`src/design/jsu_pkg.sv`:
```
// Shared types, character codes and helpers for the JSON string unescape block.
`timescale 1ns / 1ps
package jsu_pkg;

  // Decoder phase within one string literal.
  typedef enum logic [1:0] {
    PH_IDLE = 2'd0,
    PH_TEXT = 2'd1,
    PH_ESC  = 2'd2,
    PH_HEX  = 2'd3
  } phase_t;

  // Result kind codes as they appear on the output port.
  typedef enum logic [1:0] {
    KIND_DATA = 2'd0,
    KIND_END  = 2'd1,
    KIND_ERR  = 2'd2
  } kind_t;

  // Character codes seen in the raw text.
  localparam logic [7:0] CH_QUOTE = 8'h22;
  localparam logic [7:0] CH_BSLASH = 8'h5C;
  localparam logic [7:0] CH_N = 8'h6E;
  localparam logic [7:0] CH_T = 8'h74;
  localparam logic [7:0] CH_R = 8'h72;
  localparam logic [7:0] CH_B = 8'h62;
  localparam logic [7:0] CH_F = 8'h66;
  localparam logic [7:0] CH_U = 8'h75;

  // Control bytes that the short escapes stand for.
  localparam logic [7:0] CTL_LF = 8'h0A;
  localparam logic [7:0] CTL_TAB = 8'h09;
  localparam logic [7:0] CTL_CR = 8'h0D;
  localparam logic [7:0] CTL_BS = 8'h08;
  localparam logic [7:0] CTL_FF = 8'h0C;

  // Code point bounds for one- and two-byte UTF-8.
  localparam logic [15:0] UTF8_ONE_LIMIT = 16'h0080;
  localparam logic [15:0] UTF8_TWO_LIMIT = 16'h0800;

  localparam int MaxResults = 3;

  // Results caused by one input byte: count, common kind and up to three bytes.
  typedef struct packed {
    logic [1:0]                  cnt;
    kind_t                       kind;
    logic [MaxResults-1:0][7:0]  bytes;
  } res_t;

  // Hex digit value; bit 4 is set when the byte is a valid hex digit.
  function automatic logic [4:0] hex_digit(input logic [7:0] b);
    logic [4:0] r;
    r = 5'd0;
    if (b >= 8'h30 && b <= 8'h39) begin
      r = {1'b1, b[3:0]};
    end else if ((b >= 8'h61 && b <= 8'h66) || (b >= 8'h41 && b <= 8'h46)) begin
      r = {1'b1, b[3:0] + 4'd9};
    end
    return r;
  endfunction

endpackage

```
`src/design/jsu_decode.sv`:
```
// Escape decoder: phase state and the results that one raw byte produces.
`timescale 1ns / 1ps
module jsu_decode import jsu_pkg::*; (
  input  logic       clk,
  input  logic       rst,
  input  logic       accept,
  input  logic [7:0] in_byte,
  output res_t       res
);

  phase_t      phase, phase_next;
  logic [1:0]  hex_count, hex_count_next;
  logic [15:0] code_point, code_point_next;

  logic [4:0]  hd;
  logic [15:0] cp_full;

  assign hd = hex_digit(in_byte);
  assign cp_full = {code_point[11:0], hd[3:0]};

  // Next state and result set for the byte being transferred.
  always_comb begin
    phase_next = phase;
    hex_count_next = hex_count;
    code_point_next = code_point;
    res.cnt = 2'd0;
    res.kind = KIND_DATA;
    res.bytes = '0;
    case (phase)
      PH_IDLE: begin
        if (in_byte == CH_QUOTE) begin
          phase_next = PH_TEXT;
        end else begin
          res.cnt = 2'd1;
          res.kind = KIND_ERR;
        end
      end
      PH_TEXT: begin
        if (in_byte == CH_QUOTE) begin
          res.cnt = 2'd1;
          res.kind = KIND_END;
          phase_next = PH_IDLE;
          hex_count_next = 2'd0;
          code_point_next = 16'd0;
        end else if (in_byte == CH_BSLASH) begin
          phase_next = PH_ESC;
        end else begin
          res.cnt = 2'd1;
          res.bytes[0] = in_byte;
        end
      end
      PH_ESC: begin
        phase_next = PH_TEXT;
        res.cnt = 2'd1;
        case (in_byte)
          CH_N: res.bytes[0] = CTL_LF;
          CH_T: res.bytes[0] = CTL_TAB;
          CH_R: res.bytes[0] = CTL_CR;
          CH_B: res.bytes[0] = CTL_BS;
          CH_F: res.bytes[0] = CTL_FF;
          CH_U: begin
            res.cnt = 2'd0;
            phase_next = PH_HEX;
            hex_count_next = 2'd0;
            code_point_next = 16'd0;
          end
          default: res.bytes[0] = in_byte;
        endcase
      end
      default: begin
        if (!hd[4]) begin
          // A bad hex digit aborts the string.
          res.cnt = 2'd1;
          res.kind = KIND_ERR;
          phase_next = PH_IDLE;
          hex_count_next = 2'd0;
          code_point_next = 16'd0;
        end else if (hex_count == 2'd3) begin
          // Fourth digit: encode the code point as UTF-8.
          if (cp_full < UTF8_ONE_LIMIT) begin
            res.cnt = 2'd1;
            res.bytes[0] = cp_full[7:0];
          end else if (cp_full < UTF8_TWO_LIMIT) begin
            res.cnt = 2'd2;
            res.bytes[0] = {3'b110, cp_full[10:6]};
            res.bytes[1] = {2'b10, cp_full[5:0]};
          end else begin
            res.cnt = 2'd3;
            res.bytes[0] = {4'b1110, cp_full[15:12]};
            res.bytes[1] = {2'b10, cp_full[11:6]};
            res.bytes[2] = {2'b10, cp_full[5:0]};
          end
          phase_next = PH_TEXT;
          hex_count_next = 2'd0;
          code_point_next = 16'd0;
        end else begin
          code_point_next = cp_full;
          hex_count_next = hex_count + 2'd1;
        end
      end
    endcase
  end

  // State registers advance only on an input transfer.
  always_ff @(posedge clk) begin
    if (rst) begin
      phase <= PH_IDLE;
      hex_count <= 2'd0;
      code_point <= 16'd0;
    end else if (accept) begin
      phase <= phase_next;
      hex_count <= hex_count_next;
      code_point <= code_point_next;
    end
  end

endmodule

```
`src/design/json_string_unescape.sv`:
```
// The first result of a byte is valid in the cycle after its input transfer.
// Throughput: one input byte per cycle while each byte yields at most one result and
// out_ready is high; extra results of a byte stall input until the last one is taken.
// The result buffer sits between the decoder and the output port.
// Reset (synchronous, active high) empties the buffer and returns the decoder to idle.
`timescale 1ns / 1ps
module json_string_unescape import jsu_pkg::*; (
  input  logic       clk,
  input  logic       rst,
  input  logic       in_valid,
  output logic       in_ready,
  input  logic [7:0] in_byte,
  output logic       out_valid,
  input  logic       out_ready,
  output logic [7:0] out_byte,
  output logic [1:0] kind,
  output logic       last
);

  res_t            res;
  logic            in_xfer;
  logic            out_xfer;
  logic [1:0]      cnt;
  kind_t           buf_kind;
  logic [2:0][7:0] bytes;

  jsu_decode u_decode (
    .clk     (clk),
    .rst     (rst),
    .accept  (in_xfer),
    .in_byte (in_byte),
    .res     (res)
  );

  // Accept when the buffer is empty now or empties in this cycle.
  assign in_ready = (cnt == 2'd0) || (cnt == 2'd1 && out_ready);
  assign in_xfer = in_valid && in_ready;
  assign out_valid = (cnt != 2'd0);
  assign out_xfer = out_valid && out_ready;

  assign out_byte = bytes[0];
  assign kind = buf_kind;
  assign last = (cnt == 2'd1);

  // Result buffer: head entry is on the port, later entries shift forward.
  always_ff @(posedge clk) begin
    if (rst) begin
      cnt <= 2'd0;
    end else if (in_xfer) begin
      cnt <= res.cnt;
    end else if (out_xfer) begin
      cnt <= cnt - 2'd1;
    end
  end

  always_ff @(posedge clk) begin
    if (in_xfer) begin
      bytes <= res.bytes;
      buf_kind <= res.kind;
    end else if (out_xfer) begin
      bytes <= {8'd0, bytes[2], bytes[1]};
    end
  end

  // An end or error result is always the only result of its byte.
  a_single_marker: assert property (@(posedge clk) disable iff (rst)
    out_valid && buf_kind != KIND_DATA |-> cnt == 2'd1)
    else $error("end or error marker not alone in buffer");

  // A new byte is only taken when no earlier result would be overwritten.
  a_no_overwrite: assert property (@(posedge clk) disable iff (rst)
    in_xfer |-> cnt == 2'd0 || (cnt == 2'd1 && out_xfer))
    else $error("input transfer while results still pending");

  // Without a new byte, a delivered result shortens the buffer by one.
  a_drain: assert property (@(posedge clk) disable iff (rst)
    out_xfer && !in_xfer |=> cnt == $past(cnt) - 2'd1)
    else $error("buffer count did not drop after output transfer");

  // Reset leaves the buffer empty.
  a_reset_empty: assert property (@(posedge clk) $past(rst) |-> cnt == 2'd0)
    else $error("buffer not empty after reset");

endmodule
```
`config.mk`:
```
export PLATFORM = sky130hd
export DESIGN_NAME = json_string_unescape
export DESIGN_NICKNAME = d
export VERILOG_FILES = /design/src/design/jsu_pkg.sv /design/src/design/jsu_decode.sv /design/src/design/json_string_unescape.sv
export SDC_FILE = /design/constraint.sdc
export NUM_CORES = 1
export LEC_CHECK = 0
export BUFFER_PORTS_ARGS = -buffer_cell sky130_fd_sc_hd__buf_2
export CAP_MARGIN = 15
export CORE_MARGIN = 2
export CORE_UTILIZATION = 55
export CTS_BUF_LIST = sky130_fd_sc_hd__clkbuf_16
export DETAILED_ROUTE_END_ITERATION = 10
export HOLD_SLACK_MARGIN = 0.02
export PLACE_DENSITY = 0.75
export SYNTH_ARGS = -nofsm -noshare
export SYNTH_HDL_FRONTEND = slang
export SYNTH_SLANG_ARGS = --single-unit
```
`constraint.sdc`:
```
create_clock -name clk -period 7.1 [get_ports clk]
set_input_delay 1.065 -clock clk [delete_from_list [all_inputs] [get_ports clk]]
set_output_delay 1.065 -clock clk [all_outputs]
set_load 0.03 [all_outputs]
```
Word-level counts from Yosys, hierarchy flattened
Cells that the tools add are included.
Storage, ports and cells
  flip-flop bits (word level): 44
  input port bits: 12
  word-level logic and storage cells: 98
Cells by class
  equal/unequal tests: 17
  magnitude comparators: 8
  mux-type cells: 46
  bitwise logic cells: 1
  $add $sub $neg: 3
  reductions and logical operators: 15
Operator list (number)
  24-bit two-way mux: 4
  8-bit by 7-bit equality test with 1-bit output, second input constant: 7
  12-bit two-way mux: 4
  8-bit one-hot mux with 6 select lines: 1
  12-bit one-hot mux with 3 select lines: 1
  2-bit two-way mux: 17
  16-bit two-way mux: 2
  8-bit two-way mux: 4
  2-bit one-hot mux with 3 select lines: 4
  8-bit one-hot mux with 3 select lines: 1
  8-bit by 7-bit >= comparator with 1-bit output, second input constant: 2
  8-bit by 7-bit less-or-equal comparator with 1-bit output, second input constant: 2
  16-bit by 12-bit < comparator with 1-bit output, second input constant: 1
  16-bit by 8-bit < comparator with 1-bit output, second input constant: 1
  14-bit two-way mux: 1
  5-bit two-way mux: 2
  8-bit by 6-bit equality test with 1-bit output, second input constant: 1
  8-bit by 6-bit >= comparator with 1-bit output, second input constant: 1
  8-bit by 6-bit less-or-equal comparator with 1-bit output, second input constant: 1
  4-bit AND reduction: 2
  1-bit logical AND: 6
  5-bit inequality test, second input constant: 1
  4-bit adder, second input constant: 1
  2-bit by 1-bit equality test with 1-bit output, second input constant: 2
  13 further kinds: 21

Logic depth before layout (Yosys ltp)
Gate-level depths: netlist of the first run.
  word-level depth: 12
  depth in mapped cells: 10
  gate-level depth less buffers: 8

Modules after synthesis
Synthesis of the first run repeated with hierarchy kept, for this count alone.
Second synthesis, totals
  cell total of the unflattened synthesis: 285
  area, all modules: 2885.3 sq um
Modules (own cells, without submodules)
  jsu_decode: sequential area each 320.3 sq um, area an instance 1609.0 sq um, cells an instance 204, times used 1
  json_string_unescape: sequential area each 820.8 sq um, area an instance 1276.2 sq um, cells an instance 81, times used 1

Worst setup path after synthesis of the first run
Ideal clock, no wire load.
  path type: in2reg
  from: in in_byte[0]
  to: reg u_decode.phase[0]
  slack: 4035 ps
  stages: 8
  arrival time: 2995 ps
  buffers on the path: 1
  required time: 7030 ps
  library setup time: 70 ps
  cells stage by stage: clkbuf_1 -> inv_1 -> ha_1 -> or4b_4 -> o41ai_4 -> o211ai_2 -> or4_1 -> a21oi_1
On the way
  cells in the longest elaborated chain, start to end: 7
  elaborated cells on any way between the ends: 21
Ends and longest elaborated chain
  start: declaration: RTL line json_string_unescape.sv:12  | input logic [7:0] in_byte,
  8-bit by 7-bit >= comparator with 1-bit output / 8-bit by 7-bit less-or-equal comparator with 1-bit output (equally long branches): RTL line jsu_pkg.sv:56  | end else if ((b >= 8'h61 && b <= 8'h66) || (b >= 8'h41 && b <= 8'h46)) begin
  1-bit logical AND: RTL line jsu_pkg.sv:56
  1-bit logical OR: RTL line jsu_pkg.sv:56
  5-bit two-way mux: RTL line jsu_pkg.sv:56
  5-bit two-way mux: RTL line jsu_pkg.sv:54  | if (b >= 8'h30 && b <= 8'h39) begin
  5-bit inequality test (no source line) / 2-bit two-way mux (equally long branches)
  4-bit AND reduction (no source line) / 2-bit one-hot mux with 3 select lines (equally long branches)
  end signal: assignment: RTL line jsu_decode.sv:111  | phase <= phase_next;
  end: declaration: RTL line jsu_decode.sv:11  | phase_t phase, phase_next;
Parallel ways exist; a longest one is shown, timed or not.
A chain may end at the register's enable or synchronous reset.

Worst setup path in the final report of the first run
  from: in in_byte[0]
  to: reg u_decode.hex_count[0]
On the way
  cells in the longest elaborated chain, start to end: 7
  elaborated cells on any way between the ends: 19
Ends and longest elaborated chain
  8-bit by 7-bit >= comparator with 1-bit output / 8-bit by 7-bit less-or-equal comparator with 1-bit output (equally long branches): RTL line jsu_pkg.sv:56
  1-bit logical AND: RTL line jsu_pkg.sv:56
  1-bit logical OR: RTL line jsu_pkg.sv:56
  5-bit two-way mux: RTL line jsu_pkg.sv:56
  5-bit two-way mux: RTL line jsu_pkg.sv:54
  2-bit two-way mux: RTL line jsu_decode.sv:71  | if (!hd[4]) begin
  2-bit one-hot mux with 3 select lines: RTL line jsu_decode.sv:29  | case (phase)
  end signal: assignment: RTL line jsu_decode.sv:112  | hex_count <= hex_count_next;
  end: declaration: RTL line jsu_decode.sv:12  | logic [1:0] hex_count, hex_count_next;
Parallel ways exist; a longest one is shown, timed or not.

==> impl_metrics.ini, run 1 <==
[outcome]
status = complete, no violations

[logic_synthesis]
synth_top_cell_by_area = edfxtp_1
ys_types = 61
yosysWarnings = 0
yosysSeqAreaShare = 0.409
ys_ff_latch = 42
synth-xor-area-share = 0.00331
synth_cells = 282
synth.avg_cell_area_um2 = 9.37
yosys-top-cells-area = edfxtp_1 27%, dfxtp_1 14%, ha_1 5.2%, a21oi_1 3.6%, nand2_1 3.6%
synth_compound_area_frac = 0.241
synthArstFlopShare = 0
ys.flop_type = edfxtp_1
synth_edf_count = 24
synthMuxAreaShare = 0.0275
synthAdderAreaFrac = 0.0521
synth_simple_gate_area_share = 0.204
synth_top_family_by_area = compound AO/OA/AOI/OAI gates
synth_top_cell_area_share = 0.273
syn_nets = 305
netlist_area_um2 = 2640

[cts]
clockBufferDepth = 2
ctsHoldBuffers = 0
cts_tree = done
htreeDepth = 2
path_clk_slew_ns = 0.06
post_cts_resized = 0
clock_latency_ns = 0.28
postCtsSetupBuffers = 0
cts_buffers = 5
cts_sinks = 42
cts_root_buffer = clkbuf_16

[detailed_routing]
wl_per_cell_um = 17.1
vias = 2135
ant_nets = 0
drc = 0
drt_iter0_markers = 224
dr.pass1.iters = 4
routed_wirelength_um = 5930
viasPerCell = 6.17

[place]
dp_hpwl_um = 4270
pre_cts_ws_ns = 3.67
routabilityCongestion = 0.946
placed_cells = 338
io_buffers = 24

[worst_setup_path]
critPathKind = in2reg
end_kind = flop
startpoint_type = input pin
cp_top_family = simple AND/OR/NAND/NOR gates
crit_chain = buf_2 -> inv_1 -> ha_1 -> nor4b_1 -> a21boi_1 -> nor4_2 -> nor2_1 -> mux2_2
arrival_ns = 3.43
cp_slowest_cell = nor4_2
crit_path_max_incr_delay_ns = 0.53
worstPathMaxFanout = 13
cp.buffers_inverters = 2
required_ns = 7.28

[sta]
layout_worst_path_cycle_share = 0.458
setup_ws_ns = 3.85
clock-skew-final_ns = 0.00499
hold_viol_final = 0
drv_slew = 0
rsz0062_at_grt = false
fmax_ghz = 0.307
hold_slack_ns = 0.481
setup_viol = 0
tns_ns = 0
worst_pin_slew_ns = 0.863
min_period_ns = 3.25
slew_headroom = 0.424

[power_and_ir_drop]
ir_worst_vdd_uv = 193
power.density_nw_per_um2 = 246
power_uw = 708
p_leak_nw = 1.11

[worst_hold_path]
hold_class = reg2reg

[finish]
drive_above_1_share = 0.144
area_growth_syn_to_layout_pct = 8.90
final_cell_count_no_fill = 346
antenna_cells = 0
nets = 314

[floorplanning]
die_y_um = 73.3
boundaryPins = 25
num_rows = 25
initial_core_util = 0.563
core_region_area_um2 = 4690
dieArea_um2 = 5380
dieWidth_um = 73.3

[grt]
grt-ovfl-total = 0
grt_max_degree = 24
grt_pass1_vias = 1893
grt_pass1_wl_um = 9490
antenna_found_initial = 0
track_usage = 0.234

[job]
cap_violations = 0
==> routing by layer <==
metal	up-vias	global-route usage	wire, um
li1	1076	-	-
met1	971	0.332	2760
met2	84	0.360	2690
met3	4	0.0590	430
met4	0	0.0606	44
met5	-	0	0
==> worst reg2reg max path: cells and delay by family, from the launching register on <==
kind,cells,cell delay [ns]
flops,1,0.36
buf+inv,2,0.49
compound gates,2,0.36
simple gates,2,0.91
fa+ha+maj,1,0.23
==> power breakdown <==
part           switching [mW]  internal (mW)  leakage [nW]
registers             0.00894          0.298         0.386
clock network          0.0904          0.164        0.0812
logic                   0.104         0.0422         0.638
==> path summary, 6_finish.rpt <==
| kind | from | end | slack, ns | cells past startpoint |
|---|---|---|---|---|
| worst min register to register | u_decode.hex_count[1] | u_decode.hex_count[1] | 0.48 | 2 |
| worst max-delay path | in_byte[0] | u_decode.hex_count[0] | 3.85 | 8 |
| worst min-delay path | u_decode.hex_count[1] | u_decode.hex_count[1] | 0.48 | 2 |
| worst max register to register | cnt[0] | out_byte[7] | 4.47 | 7 |
==> layout by cell type (no fill, tap or decap), types with 6 or more instances in the layout <==
| cell type | count |
|---|---|
| ha_1 | 11 |
| dfxtp_1 | 18 |
| edfxtp_1 | 24 |
| nand2_1 | 25 |
| a22o_1 | 9 |
| buf_2 | 24 |
| o21ai_0 | 15 |
| a21oi_1 | 19 |
| nand3_1 | 7 |
| nand2b_1 | 6 |
| nor2_1 | 25 |
| inv_1 | 14 |
==> stage by stage <==
stage,area (um^2),utilization
6_report,2880,0.613
5_1_grt,2880,0.613
4_1_cts,2880,0.613
3_5_place_dp,2710,0.578
3_3_place_gp,2710,0.578
2_1_floorplan,2640,-
==> registers in the layout, indices dropped and copies added (netlist names) <==
name / count
bytes: 14
cnt: 2
kind: 2
out_byte: 8
u_decode.code_point: 12
u_decode.hex_count: 2
u_decode.phase: 2
==> cell usage after synthesis (all sizes together), types with 3 or more instances <==
| master | instances |
|---|---|
| buf | 13 |
| o2bb2ai | 4 |
| a22o | 9 |
| nor2 | 25 |
| o211ai | 4 |
| and3 | 3 |
| nor4b | 4 |
| or4 | 3 |
| clkbuf | 9 |
| a21o | 3 |
| ha | 11 |
| o21bai | 4 |
| edfxtp | 24 |
| inv | 13 |
| dfxtp | 18 |
| nand2b | 6 |
| a21oi | 20 |
| o31a | 4 |
| nand4b | 3 |
| nand3 | 7 |
| a31oi | 5 |
| and2 | 3 |
| nor4 | 4 |
| nor2b | 3 |
| o21ai | 18 |
| mux2i | 5 |
| nand2 | 25 |
==> layout make-up <==
cell class                      count  area [um^2]
Clock buffer                        5          125
Sequential cell                    42         1080
Tap cell                           54         67.6
Multi-Input combinational cell    205         1390
Fill cell                         402         1810
Timing Repair Buffer               24          120
Clock inverter                      3         41.3
Inverter                           13         48.8
==> kinds of logic (layout without fill, tap and decap cells) <==
logic type / after synthesis / in the layout
AO/OA/AOI/OAI: 88 / 88
AND/OR/NAND/NOR: 98 / 98
buffers and inverters: 35 / 45
XOR/XNOR: 1 / 1
flip-flops: 42 / 42
multiplexers: 7 / 7
adder cells (fa/ha/maj): 11 / 11
No activity file was read; power rests on OpenSTA's default activity.
==> run 2: changes to the inputs <==
--- a/config.mk
+++ b/config.mk
@@ -5,6 +5,7 @@
 export SDC_FILE = /design/constraint.sdc
 export NUM_CORES = 1
 export LEC_CHECK = 0
+export ABC_AREA = 1
 export BUFFER_PORTS_ARGS = -buffer_cell sky130_fd_sc_hd__buf_2
 export CAP_MARGIN = 15
 export CORE_MARGIN = 2
==> constraint.sdc (replaced) <==
create_clock -name clk -period 3.35 [get_ports clk]
set_input_delay 0.5025 -clock clk [delete_from_list [all_inputs] [get_ports clk]]
set_output_delay 0.5025 -clock clk [all_outputs]
set_load 0.03 [all_outputs]
==> run 2 against run 1 <==
Effect of this change: flip-flop and latch count unchanged; die area up 2.0%; global-route usage increased by 0.95 points; worst setup slack lost 2.7 ns; critical endpoint is now u_decode.code_point[2]; largest power group unchanged.
==> impl_metrics.ini, run 2 <==
[logic_synthesis]
yosysSeqAreaShare = 0.401
synth_cells = 354
synth_simple_gate_area_share = 0.312
synth.avg_cell_area_um2 = 7.62
syn_nets = 377
ys_types = 33
synth_top_cell_area_share = 0.267
synth_compound_area_frac = 0.132
synth-xor-area-share = 0.00325
synthMuxAreaShare = 0
yosysWarnings = 0
synth_top_cell_by_area = edfxtp_1
yosys-top-cells-area = edfxtp_1 27%, dfxtp_1 13%, nand2_1 11%, nor2_1 6.7%, inv_1 5.4%
ys_ff_latch = 42
synth_most_common_cell = nand2_1
synthAdderAreaFrac = 0.0510
synth_edf_count = 24
ys.flop_type = edfxtp_1
netlist_area_um2 = 2700
synthTopCellsByCount = 78 x nand2_1, 48 x nor2_1, 39 x inv_1
synthArstFlopShare = 0
synth_top_family_by_area = simple AND/OR/NAND/NOR gates

[detailed_routing]
drt_iter0_markers = 236
dr.pass1.iters = 5
ant_nets = 0
vias = 2431
viasPerCell = 5.56
drc = 0
wl_per_cell_um = 14.2
routed_wirelength_um = 6210

[sta]
drv_slew = 0
tns_ns = 0
worst_pin_slew_ns = 0.462
hold_viol_final = 0
fmax_ghz = 0.455
min_period_ns = 2.20
clock-skew-final_ns = 0.00239
rsz0062_at_grt = false
slew_headroom = 0.692
setup_viol = 0
layout_worst_path_cycle_share = 0.657

[worst_setup_path]
worstPathMaxFanout = 19
startpoint_type = flop
end_kind = flop
crit_path_max_incr_delay_ns = 0.35
arrival_ns = 2.41
cp_common_cell = inv_1
crit_chain = inv_1 -> ha_1 -> inv_1 -> nand2_1 -> nand2_2 -> nor2_1 -> nand3_4 -> nor2_4 -> nand3_2 -> a21oi_1
required_ns = 3.56
cp_slowest_cell = nor2_4
critPathKind = reg2reg

[cts]
post_cts_resized = 0
path_clk_slew_ns = 0.05
ctsHoldBuffers = 0
postCtsSetupBuffers = 0
clockBufferDepth = 2
htreeDepth = 2
cts_buffers = 5
cts_sinks = 42
cts_tree = done
cts_root_buffer = clkbuf_16
clock_latency_ns = 0.28

[finish]
nets = 393
area_growth_syn_to_layout_pct = 8.77
largest_reg_flops = 14
antenna_cells = 0
mostFrequentLayoutCells = 78 x nand2_1, 48 x nor2_1, 41 x inv_1
top_register = bytes
drive_above_1_share = 0.157
final_common_cell = nand2_1

[floorplanning]
core_region_area_um2 = 4720
dieArea_um2 = 5480
boundaryPins = 25
initial_core_util = 0.571
dieWidth_um = 74.0
die_y_um = 74.0
num_rows = 25

[grt]
grt_pass1_wl_um = 10100
antenna_found_initial = 0
track_usage = 0.244
grt-ovfl-total = 0
grt_max_degree = 26
grt_pass1_vias = 2166

[power_and_ir_drop]
p_leak_nw = 1.29
power_mw = 1.81
power.density_nw_per_um2 = 617
ir_worst_vdd_uv = 396

[place]
io_buffers = 24
dp_hpwl_um = 4680
routabilityCongestion = 0.985

[outcome]
status = complete, no violations

[worst_hold_path]
hold_class = reg2reg

[job]
cap_violations = 0
## run 2: cell types whose count changed after synthesis, moves of 5 or more
cell,delta
a21oi_1,+9
inv_1,+26
a22oi_1,+7
mux2i_1,-5
inv_2,+5
clkbuf_1,-5
nand3_1,+10
nor2_1,+23
nand2_1,+53
nand2_2,+6
nand2b_1,-6
a22o_1,-9
## run 2: kinds of logic after synthesis
family                   Yosys count
adder cells (fa/ha/maj)           11
XOR/XNOR                           1
buffers and inverters             60
flip-flops                        42
AND/OR/NAND/NOR                  177
AO/OA/AOI/OAI                     63
## run 2: layout make-up
type | instances | area [um^2]
sequential | 42 | 1080
fill | 422 | 1790
clock buffer | 5 | 125
timing repair buffer | 25 | 128
tap | 67 | 83.8
multi-input combinational | 252 | 1340
inverter | 44 | 165
clock inverter | 2 | 7.51
## run 2: critical path: cells and delay by family (launching register included)
kind	cells	cell delay (ns)
flip-flops	1	0.32
AND/OR/NAND/NOR	6	1.36
buffers and inverters	2	0.14
AO/OA/AOI/OAI	1	0.14
adder cells (fa/ha/maj)	1	0.16
## run 2: path summary, 6_finish.rpt
kind | start | to | slack (ns) | depth (start not counted)
max | cnt[0] | u_decode.code_point[2] | 1.15 | 10
min | u_decode.code_point[1] | u_decode.code_point[1] | 0.49 | 2
max reg2reg | cnt[0] | u_decode.code_point[2] | 1.15 | 10
min reg2reg | u_decode.code_point[1] | u_decode.code_point[1] | 0.49 | 2
## run 2: per-stage QoR
stage	utilization	hold slack [ns]	cell area, um^2	cells	worst slack, ns
floorplan	-	0.451	2700	354	1.26
global placement	0.593	0.472	2800	430	1.00
detailed placement	0.593	0.477	2800	430	0.973
CTS	0.621	0.487	2930	437	1.17
global route	0.621	0.506	2930	437	0.950
finish	0.621	0.489	2930	437	1.15
## run 2: where the power goes
group | leakage (nW) | switching, mW | internal (mW)
sequential | 0.389 | 0.0345 | 0.744
combinational | 0.830 | 0.432 | 0.164
clock | 0.0723 | 0.171 | 0.266
## run 2: per-layer routing
metal / part of all wire / track usage
met4: 0.019 / 0.0707
met5: 0 / 0
met1: 0.44 / 0.326
met2: 0.47 / 0.408
met3: 0.073 / 0.0407
==> run 3: changes to the inputs <==
==> constraint.sdc (replaced) <==
create_clock -name clk -period 2.1 [get_ports clk]
set_input_delay 0.315 -clock clk [delete_from_list [all_inputs] [get_ports clk]]
set_output_delay 0.315 -clock clk [all_outputs]
set_load 0.03 [all_outputs]
==> run 3 against run 2 <==
Effect of this change: register-to-register slack lost 0.88 ns; sequential share of layout area is 0.84 points lower; clock power rose by 77%; critical path depth increased by 4; combinational power grew 68%; count of clock-buffer cells in the layout unchanged; hold slack got worse by 0.099 ns; routed wire length grew 2.8%; critical path type is now in2reg; critical endpoint is now out_byte[0]; largest power group unchanged.
==> impl_metrics.ini, run 3 (same netlist as run 2, synthesis figures left out) <==
[detailed_routing]
viasPerCell = 5.51
wl_per_cell_um = 14.4
dr.pass1.iters = 5
ant_nets = 0
drt_iter0_markers = 274
routed_wirelength_um = 6390
vias = 2450
drc = 0

[cts]
post_cts_resized = 0
cts_buffers = 5
postCtsSetupBuffers = 0
clock_latency_ns = 0.28
ctsHoldBuffers = 0
cts_tree = done
cts_sinks = 42
clockBufferDepth = 2
path_clk_slew_ns = 0.07
cts_root_buffer = clkbuf_16
htreeDepth = 2

[power_and_ir_drop]
p_sw_frac = 0.364
combPwrFrac = 0.332
clockPowerShare = 0.256
internal-power_mw = 1.92
p_seq_frac = 0.413
power.net_switching_mw = 1.10
p_leak_nw = 1.32
power.density_nw_per_um2 = 1010
ir_worst_vdd_uv = 601

[finish]
mostFrequentLayoutCells = 78 x nand2_1, 48 x nor2_1, 39 x inv_1
nets = 400
antenna_cells = 0
fin_util = 0.636
area_growth_syn_to_layout_pct = 11.3
drive_above_1_share = 0.180
top_register = bytes
largest_reg_flops = 14
final_common_cell = nand2_1

[worst_setup_path]
required_ns = 2.15
end_kind = flop
arrival_ns = 1.96
worstPathMaxFanout = 9
critPathKind = in2reg
startpoint_type = input pin

[place]
pre_cts_ws_ns = -0.0887
dp_hpwl_um = 4890
io_buffers = 24
routabilityCongestion = 0.955

[floorplanning]
boundaryPins = 25
die_y_um = 74.0
dieWidth_um = 74.0
dieArea_um2 = 5480
num_rows = 25
core_region_area_um2 = 4720
initial_core_util = 0.571

[job]
cap_violations = 0

[outcome]
status = complete, no violations

[sta]
clock-skew-final_ns = 0.00633
worst_pin_slew_ns = 0.402
setup_viol = 0
hold_viol_final = 0
drv_slew = 0
rsz0062_at_grt = false
layout_worst_path_cycle_share = 0.908
fmax_ghz = 0.525
min_period_ns = 1.91
slew_headroom = 0.731
setup_ws_ns = 0.194

[grt]
grt-ovfl-total = 0
grt_pass1_vias = 2292
grt_max_degree = 16
track_usage = 0.252
grt_pass1_wl_um = 10400
antenna_found_initial = 0

[worst_hold_path]
hold_class = in2reg
[run 3: cell types whose count changed in the layout (fill, tap and decap cells not counted), sizes merged]
cell / previous run / this run
buf: 25 / 32
clkinvlp: 0 / 2
inv: 46 / 45
[run 3: layout make-up]
| cell class | count | area, um^2 |
|---|---|---|
| fillers | 433 | 1720 |
| multi-input cells | 252 | 1340 |
| flip-flops and latches | 42 | 1080 |
| repair buffers | 32 | 180 |
| inverters | 44 | 165 |
| clock buffers | 5 | 125 |
| well taps | 67 | 83.8 |
| clock inverters | 3 | 23.8 |
[run 3: critical path: stages]
cell and delay, ns:
buf_2 0.14, inv_1 0.14, ha_1 0.21, o21ai_0 0.09, nand2_1 0.08, nand2_2 0.12, inv_1 0.10, nand2_1 0.10
nand2_1 0.15, nand2_1 0.08, a21oi_1 0.19, nand3_1 0.12, nand2_1 0.09, inv_1 0.03
[run 3: final timing paths]
kind / startpoint / endpoint / slack [ns] / depth (start not counted)
setup / recovery: in_byte[0] / out_byte[0] / 0.19 / 14
hold / removal: rst / u_decode.code_point[7] / 0.39 / 2
setup reg to reg: u_decode.code_point[11] / out_byte[0] / 0.27 / 8
hold reg to reg: u_decode.code_point[1] / u_decode.code_point[1] / 0.49 / 2
[run 3: through the flow]
| stage | setup TNS, ns | area [um^2] | instances | total power [mW] | hold slack [ns] |
|---|---|---|---|---|---|
| 2_1_floorplan | 0 | 2700 | 354 | 2.05 | 0.384 |
| 3_3_place_gp | -0.0632 | 2850 | 437 | 2.25 | 0.474 |
| 3_5_place_dp | -0.0887 | 2850 | 437 | 2.27 | 0.476 |
| 4_1_cts | 0 | 3000 | 445 | 3.03 | 0.389 |
| 5_1_grt | 0 | 3000 | 445 | 3.21 | 0.409 |
| 6_report | 0 | 3000 | 445 | 3.03 | 0.390 |
[run 3: power by group through the flow]
stage | clock network (mW) | logic, mW | registers (mW)
3_3_place_gp | 0 | 0.984 | 1.26
3_5_place_dp | 0 | 1.00 | 1.26
5_1_grt | 0.821 | 1.12 | 1.27
6_report | 0.773 | 1.00 | 1.25
2_1_floorplan | 0 | 0.790 | 1.26
4_1_cts | 0.780 | 1.00 | 1.25
[run 3: layer usage]
layer / global-route usage / share of wire / vias up
met3: 0.0474 / 0.078 / 21
met5: 0 / 0 / -
met2: 0.399 / 0.45 / 109
met1: 0.333 / 0.43 / 1102
met4: 0.121 / 0.038 / 0
li1: - / - / 1218
